## config.mk

```make
export PLATFORM = sky130hd
export DESIGN_NAME = text_line_wrap_indexer
export DESIGN_NICKNAME = d
export VERILOG_FILES = /design/src/rtl/tlwi_pkg.sv /design/src/rtl/tlwi_core.sv /design/src/rtl/text_line_wrap_indexer.sv
export SDC_FILE = /design/constraint.sdc
export NUM_CORES = 1
export LEC_CHECK = 0
export BUFFER_PORTS_ARGS = -buffer_cell sky130_fd_sc_hd__buf_4
export CAP_MARGIN = 25
export CORE_UTILIZATION = 28
export DETAILED_ROUTE_END_ITERATION = 10
export HOLD_SLACK_MARGIN = 0.03
export PLACE_DENSITY = 0.45
export SKIP_CTS_REPAIR_TIMING = 1
export SYNTH_ARGS = -nofsm -noshare
export SYNTH_HDL_FRONTEND = slang
export SYNTH_SLANG_ARGS = --single-unit
```

## constraint.sdc

```tcl
create_clock -name i_clk -period 4.1 [get_ports i_clk]
set_clock_uncertainty 0.15 [all_clocks]
set_input_delay 0.41 -clock i_clk [delete_from_list [all_inputs] [get_ports i_clk]]
set_output_delay 0.41 -clock i_clk [all_outputs]
set_load 0.03 [all_outputs]
```

## src/rtl/tlwi_pkg.sv

```systemverilog
// ----------------------------------------------------------------------------
// tlwi_pkg
// Shared constants and types for the text line wrap indexer: control
// codes, table limits, the scan state record and the result record.
// ----------------------------------------------------------------------------
package tlwi_pkg;

    // Field widths
    localparam int BYTE_W  = 8;
    localparam int COL_W   = 8;
    localparam int LINE_W  = 11;
    localparam int OFS_W   = 32;

    // Wrap limits
    localparam int MAX_LINES = 1024;
    localparam int TAB_STOP  = 8;
    localparam int COLS_RST  = 80;

    // Character codes
    localparam logic [BYTE_W-1:0] CHR_TAB = 8'h09;
    localparam logic [BYTE_W-1:0] CHR_LF  = 8'h0A;
    localparam logic [BYTE_W-1:0] CHR_CR  = 8'h0D;

    // Scan state carried from one byte to the next
    typedef struct packed {
        logic [COL_W-1:0]  col;
        logic [LINE_W-1:0] line_cnt;
        logic [OFS_W-1:0]  byte_pos;
        logic              lead_pend;
        logic [OFS_W-1:0]  lead_off;
        logic              limit;
    } t_state;

    // One result beat
    typedef struct packed {
        logic              start_valid;
        logic [OFS_W-1:0]  line_start_offset;
        logic [LINE_W-1:0] line_number;
        logic [LINE_W-1:0] lines_so_far;
        logic              table_full;
    } t_result;

endpackage

```

## src/rtl/tlwi_core.sv

```systemverilog
// ----------------------------------------------------------------------------
// tlwi_core
// Next-state and result logic for one text byte: column advance, tab
// stops, double-width placement, line end detection and line table limit.
// ----------------------------------------------------------------------------
module tlwi_core import tlwi_pkg::*; (
    input  t_state            i_state,
    input  logic [BYTE_W-1:0] i_text_byte,
    input  logic              i_last_byte,
    input  logic [COL_W-1:0]  i_column_count,
    output t_state            o_state,
    output t_result           o_result
);

    logic [COL_W:0]    col_ext;
    logic [COL_W:0]    cols_ext;
    logic [COL_W:0]    wide_col;
    logic [COL_W:0]    tab_sum;
    logic [COL_W:0]    narrow_col;
    logic [OFS_W-1:0]  next_pos;
    logic [OFS_W-1:0]  wide_off;
    logic [LINE_W-1:0] line_inc;
    logic              line_lim;
    logic              do_end;
    logic              has_next;
    logic [OFS_W-1:0]  end_off;
    logic              do_wide;
    t_state            nxt;

    // Column arithmetic kept one bit wider: a tab near the right edge can reach 256
    assign col_ext    = {1'b0, i_state.col};
    assign cols_ext   = {1'b0, i_column_count};
    assign wide_col   = col_ext + (COL_W+1)'(2);
    assign tab_sum    = col_ext + (COL_W+1)'(TAB_STOP);
    assign narrow_col = (i_text_byte == CHR_TAB)
                      ? tab_sum - (tab_sum % (COL_W+1)'(TAB_STOP))
                      : col_ext + (COL_W+1)'(1);
    assign next_pos   = i_state.byte_pos + OFS_W'(1);
    // A held lead uses its stored offset; a lead on the final byte uses its own
    assign wide_off   = i_state.lead_pend ? i_state.lead_off : i_state.byte_pos;
    assign line_inc   = i_state.line_cnt + LINE_W'(1);
    assign line_lim   = (line_inc >= LINE_W'(MAX_LINES));

    // Classify the byte and decide whether it closes the current line
    always_comb begin
        nxt          = i_state;
        nxt.byte_pos = next_pos;
        do_end       = 1'b0;
        has_next     = 1'b0;
        end_off      = next_pos;
        do_wide      = 1'b0;

        if (!i_state.limit) begin
            if (i_state.lead_pend) begin
                nxt.lead_pend = 1'b0;
                do_wide       = 1'b1;
            end else if (i_text_byte == CHR_CR) begin
                nxt.col = i_state.col;
            end else if (i_text_byte[BYTE_W-1]) begin
                nxt.lead_off = i_state.byte_pos;
                if (i_last_byte) begin
                    do_wide = 1'b1;
                end else begin
                    nxt.lead_pend = 1'b1;
                end
            end else begin
                if (narrow_col >= cols_ext || i_text_byte == CHR_LF) begin
                    do_end   = 1'b1;
                    has_next = !i_last_byte;
                    nxt.col  = '0;
                end else begin
                    nxt.col = narrow_col[COL_W-1:0];
                end
            end

            // Place a double-width character; on overflow it opens the next line
            if (do_wide) begin
                if (wide_col >= cols_ext) begin
                    do_end   = 1'b1;
                    has_next = 1'b1;
                    end_off  = wide_off;
                    nxt.col  = COL_W'(2);
                end else begin
                    nxt.col = wide_col[COL_W-1:0];
                end
            end
        end

        if (do_end) begin
            nxt.line_cnt = line_inc;
            if (line_lim) begin
                nxt.limit = 1'b1;
            end
        end
    end

    // Build the result beat from the updated counters
    always_comb begin
        o_result                   = '0;
        if (do_end && has_next && !line_lim) begin
            o_result.start_valid       = 1'b1;
            o_result.line_start_offset = end_off;
            o_result.line_number       = line_inc;
        end
        o_result.lines_so_far = nxt.line_cnt;
        o_result.table_full   = nxt.limit;
    end

    // Drop all scan state after the final byte of a file
    assign o_state = i_last_byte ? t_state'('0) : nxt;

endmodule

```

## src/rtl/text_line_wrap_indexer.sv

```systemverilog
// ----------------------------------------------------------------------------
// text_line_wrap_indexer
// Scans a text file one byte per beat and reports the byte offset at which
// each wrapped display line begins, under a programmable column count.
//
//   channel   direction  handshake             payload
//   input     in         i_valid / o_ready     i_text_byte, i_last_byte
//   result    out        o_valid / i_ready     o_start_valid, o_line_start_offset,
//                                              o_line_number, o_lines_so_far,
//                                              o_table_full
//   config    in         i_cfg_we              i_cfg_data (column count)
//
// One byte per cycle sustained; each byte gives exactly one result beat in the
// cycle after it is accepted. The scan state and the result register update
// in the same cycle, so throughput is set by the single output register.
// o_ready is high whenever the result register is empty or being drained,
// so a stalled output holds one beat and back-pressures the input.
// Synchronous active-low reset clears the scan state and sets 80 columns.
// ----------------------------------------------------------------------------
module text_line_wrap_indexer import tlwi_pkg::*; (
    input  logic              i_clk,
    input  logic              i_rst_n,
    // Configuration
    input  logic              i_cfg_we,
    input  logic [COL_W-1:0]  i_cfg_data,
    // Input bytes
    input  logic              i_valid,
    output logic              o_ready,
    input  logic [BYTE_W-1:0] i_text_byte,
    input  logic              i_last_byte,
    // Results
    output logic              o_valid,
    input  logic              i_ready,
    output logic              o_start_valid,
    output logic [OFS_W-1:0]  o_line_start_offset,
    output logic [LINE_W-1:0] o_line_number,
    output logic [LINE_W-1:0] o_lines_so_far,
    output logic              o_table_full
);

    logic [COL_W-1:0] r_cols;
    t_state           r_state;
    t_state           n_state;
    t_result          n_result;
    t_result          r_result;
    logic             r_out_valid;
    logic             in_fire;

    assign o_ready = !r_out_valid || i_ready;
    assign in_fire = i_valid && o_ready;

    tlwi_core u_core (
        .i_state        (r_state),
        .i_text_byte    (i_text_byte),
        .i_last_byte    (i_last_byte),
        .i_column_count (r_cols),
        .o_state        (n_state),
        .o_result       (n_result)
    );

    // Hold the column count register
    always_ff @(posedge i_clk) begin
        if (!i_rst_n) begin
            r_cols <= COL_W'(COLS_RST);
        end else if (i_cfg_we) begin
            r_cols <= i_cfg_data;
        end
    end

    // Advance the scan state on every accepted beat
    always_ff @(posedge i_clk) begin
        if (!i_rst_n) begin
            r_state <= '0;
        end else if (in_fire) begin
            r_state <= n_state;
        end
    end

    // Track result register occupancy
    always_ff @(posedge i_clk) begin
        if (!i_rst_n) begin
            r_out_valid <= 1'b0;
        end else if (o_ready) begin
            r_out_valid <= i_valid;
        end
    end

    // Load the result payload
    always_ff @(posedge i_clk) begin
        if (in_fire) begin
            r_result <= n_result;
        end
    end

    assign o_valid             = r_out_valid;
    assign o_start_valid       = r_result.start_valid;
    assign o_line_start_offset = r_result.line_start_offset;
    assign o_line_number       = r_result.line_number;
    assign o_lines_so_far      = r_result.lines_so_far;
    assign o_table_full        = r_result.table_full;

    // A reported line start is never past the table limit
    a_start_not_full: assert property (@(posedge i_clk) disable iff (!i_rst_n)
        o_valid |-> !(o_start_valid && o_table_full))
        else $error("line start reported with table full");

    // A reported line number equals the running line count of the same beat
    a_number_matches_count: assert property (@(posedge i_clk) disable iff (!i_rst_n)
        (o_valid && o_start_valid) |-> (o_line_number == o_lines_so_far))
        else $error("line number differs from line count");

    // The line count never passes the table size
    a_count_bounded: assert property (@(posedge i_clk) disable iff (!i_rst_n)
        o_valid |-> (o_lines_so_far <= LINE_W'(MAX_LINES)))
        else $error("line count beyond table size");

    // An accepted byte always yields a result beat in the next cycle
    a_byte_gives_beat: assert property (@(posedge i_clk) disable iff (!i_rst_n)
        (i_valid && o_ready) |=> o_valid)
        else $error("accepted byte produced no result");

endmodule
```

==> out/metrics.yaml <==
placement:
  place_area_um2: 9030
  place_congestion: 0.820
  dp_hpwl_um: 15900
  dp_slack_ns: 0.237
  port-buffer-count: 79
cells_and_area:
  postLayoutCoreUtil_pct: 34.5
  multi_input_area_um2: 4040
  regArea_um2: 3560
  final_cell_area_um2: 9640
  fillCellCount: 2976
  nets: 1038
  area_growth_pct: 20.8
  final_layout_size_suffix_gt1_share_pct: 15.6
  diodes: 0
global_route:
  antenna_found_initial: 0
  grt_pass1_vias: 7168
  grt_usage_pct: 18.1
  grt_overflow: 0
  grt_pass1_wl_um: 40500
  grt_max_degree: 88
sta:
  hold_viol: 0
  finalCritPeriodShare_pct: 87.7
  drv_slew: 0
  rsz0062_at_grt: "false"
  tightest_slew_ns: 0.712
  max_slew_margin_pct: 52.1
  finalWorstSetupSlack_ns: 0.505
  setup_viol: 0
  period_needed_ns: 3.59
  max_freq_mhz: 278
  setup_tns_ns: 0
cts:
  clk_latency_ns: 0.43
  cts_made_buffers: 17
  root_buffer: "clkbuf_16"
  cts_tree: "built"
  cts_sinks: 150
  clockBufferDepth: 2
  path_clk_slew_ns: 0.07
  htree_levels: 4
floorplan:
  rows: 61
  die_area_um2: 29200
  pin_count: 80
  core-area_um2: 27900
  die_w_um: 171
  initial_core_util_pct: 28.6
  fp.dieH_um: 171
min_path:
  hold_depth: 3
  hold_end: "r_cols[4]$_SDFFE_PN1P_"
  hold_class: "input pin to flip-flop"
  hold_start: "i_cfg_data[4]"
drt:
  routed_via_density: 5.24
  drt_pre_antenna_iters: 5
  vias: 7259
  drc: 0
  routedWlPerCell_um: 18.6
  routed_wl_um: 25700
  drtIter0Drc: 453
  postRouteAntennaNets: 0
pwr:
  p_per_area_nw_per_um2: 369
  power.total_mw: 3.56
  p_leak_nw: 3.21
  ir_drop_uv: 237
critical_path:
  worst_ep_arrival_time_ns: 3.72
  cpMostUsedCell: "nand2_1"
  r2r_start: "r_state[80]$_SDFFE_PN0P_"
  critPathSlowestCell: "dfxtp_1"
  cp_cell_sequence: "ha_1, nand2_1, xnor2_1, ha_1, nand2_1, o21ai_0, a221o_1, nand2_1, buf_4, a32oi_1, o221ai_1"
  r2r_setup_slack_ns: 0.51
  max_stage_delay_ns: 0.51
  startpoint_type: "flip-flop"
  worstReg2RegEnd: "r_state[74]$_SDFFE_PN0P_"
  path_class: "flip-flop to flip-flop"
  crit_fanout: 13
  r2r_cells: 11
  critPathCaptureType: "flip-flop"
  cp.required_ns: 4.23
synthesis:
  synth-seq-area-share_pct: 44.6
  ys_seq_elements: 150
  syn_area_um2: 7980
  yosys_warnings: 0
  synth_edf_count: 56
  ys_types: 55
  synthArstFlopShare_pct: 0
  synthFlopType: "dfxtp_1"
  synth_cells: 940
  avgSynthCellArea_um2: 8.49
  synth_nets: 983
outcome:
  status: "finished, final reports clean"
job:
  cap_violations: 0
==> metal layers <==
metal | GRT usage [%] | part of all wire [%] | vias to the layer above
met5 | 0 | 0 | -
met4 | 4.35 | 0.81 | 0
met3 | 3.24 | 4.7 | 13
met2 | 29.8 | 47 | 176
met1 | 24.4 | 48 | 3516
li1 | - | - | 3554
==> metrics by stage <==
| stage | hold slack (ns) | instances |
|---|---|---|
| final | 0.0609 | 1386 |
| after global routing | 0.0624 | 1386 |
| after CTS | 0.0496 | 1386 |
| after detailed placement | 0.294 | 1354 |
| after global placement | 0.290 | 1354 |
| after floorplan | 0.282 | 940 |
==> cells in the mapped netlist (10+ instances only) <==
| master | count | area (µm²) |
|---|---|---|
| a21oi_1 | 119 | 596 |
| dfxtp_1 | 94 | 1880 |
| nand2_1 | 81 | 304 |
| nor2_1 | 76 | 285 |
| o21ai_0 | 72 | 360 |
| nand3_1 | 58 | 290 |
| clkbuf_1 | 57 | 214 |
| edfxtp_1 | 56 | 1680 |
| a22oi_1 | 50 | 375 |
| inv_1 | 29 | 109 |
| xnor2_1 | 22 | 193 |
| ha_1 | 21 | 263 |
| nor3_1 | 21 | 105 |
| nand4_1 | 16 | 100 |
| nor2b_1 | 13 | 81.3 |
| and3_1 | 11 | 68.8 |
| o211ai_1 | 11 | 82.6 |
| buf_2 | 10 | 50.1 |
==> worst max-delay path, delay by kind of cell, from the launching register on <==
family / cells / cell delay (ns)
AND/OR/NAND/NOR: 3 / 0.44
buffers and inverters: 1 / 0.31
flip-flops: 1 / 0.51
adder cells (fa/ha/maj): 2 / 0.62
XOR/XNOR: 1 / 0.18
AO/OA/AOI/OAI: 4 / 1.24
==> registers in the layout (all words and copies together), names as in the netlist <==
| name | cells |
|---|---|
| o_start_valid | 1 |
| o_line_start_offset | 32 |
| o_line_number | 11 |
| o_lines_so_far | 11 |
| o_valid | 1 |
| o_table_full | 1 |
| r_cols | 8 |
| r_state | 85 |
==> cells in the final DEF (no fill, tap or decap), drive strengths merged, types with 4 or more instances in the layout <==
| cell | Yosys | layout |
|---|---|---|
| o21ai | 74 | 74 |
| nand4 | 16 | 16 |
| o211ai | 11 | 11 |
| or3 | 8 | 8 |
| nor3 | 21 | 21 |
| o2111ai | 6 | 6 |
| ha | 21 | 21 |
| clkbuf | 58 | 20 |
| mux2i | 7 | 7 |
| a21boi | 6 | 6 |
| buf | 17 | 111 |
| a22oi | 50 | 50 |
| a21oi | 119 | 119 |
| nand2b | 4 | 4 |
| nor2b | 13 | 13 |
| nor4 | 9 | 9 |
| nor4b | 4 | 4 |
| inv | 29 | 31 |
| nand2 | 81 | 81 |
| edfxtp | 56 | 56 |
| and4 | 8 | 8 |
| a31oi | 7 | 7 |
| nand3 | 58 | 58 |
| a211oi | 4 | 4 |
| o221ai | 4 | 4 |
| xor2 | 6 | 6 |
| dfxtp | 94 | 94 |
| and2 | 9 | 9 |
| clkinvlp | 0 | 5 |
| and3 | 11 | 11 |
| nor2 | 76 | 76 |
| xnor2 | 22 | 22 |
| a21o | 4 | 4 |
==> logic make-up (layout without fill, tap and decap cells) <==
kind of cell               Yosys count  in the layout  share of synthesized area [%]
AOI/OAI and AO/OA                  306            306                           23.3
xor gates and xnor gates            28             28                           3.07
adders and majority gates           21             21                           3.29
buffers and inverters              104            172                           5.06
DFF                                150            150                           44.6
muxes                                8              8                           1.02
other                                1              1                         0.0470
and+or+nand+nor                    322            322                           19.6
==> worst max-delay path by stage <==
stage,from,endpoint,slack [ns],cells after the start
after global routing,r_state[80]$_SDFFE_PN0P_,r_state[74]$_SDFFE_PN0P_,0.28,11
after detailed placement,i_text_byte[1],r_state[73]$_SDFFE_PN0P_,0.24,14
after CTS,r_state[80]$_SDFFE_PN0P_,r_state[73]$_SDFFE_PN0P_,0.54,11
after global placement,i_text_byte[1],r_state[73]$_SDFFE_PN0P_,0.29,14
after floorplan,i_text_byte[7],o_table_full$_DFFE_PP_,0.41,13
final,r_state[80]$_SDFFE_PN0P_,r_state[74]$_SDFFE_PN0P_,0.51,11
==> layout make-up <==
cell class,instances,share of cell area [%]
Clock inverter,12,1.48
Sequential cell,150,37.0
Clock buffer,20,4.85
Timing Repair Buffer,111,8.77
Inverter,29,1.14
Multi-Input combinational cell,686,41.9
Tap cell,378,4.90
==> power by group <==
part           internal (mW)  leakage, nW  total, mW  switching [mW]
clock network          0.960        0.284       1.65           0.686
registers               1.58         1.32       1.59          0.0176
logic                 0.0932         1.61      0.322           0.228
total                   2.63         3.21       3.56           0.931
No activity file was read; power rests on OpenSTA's default activity.
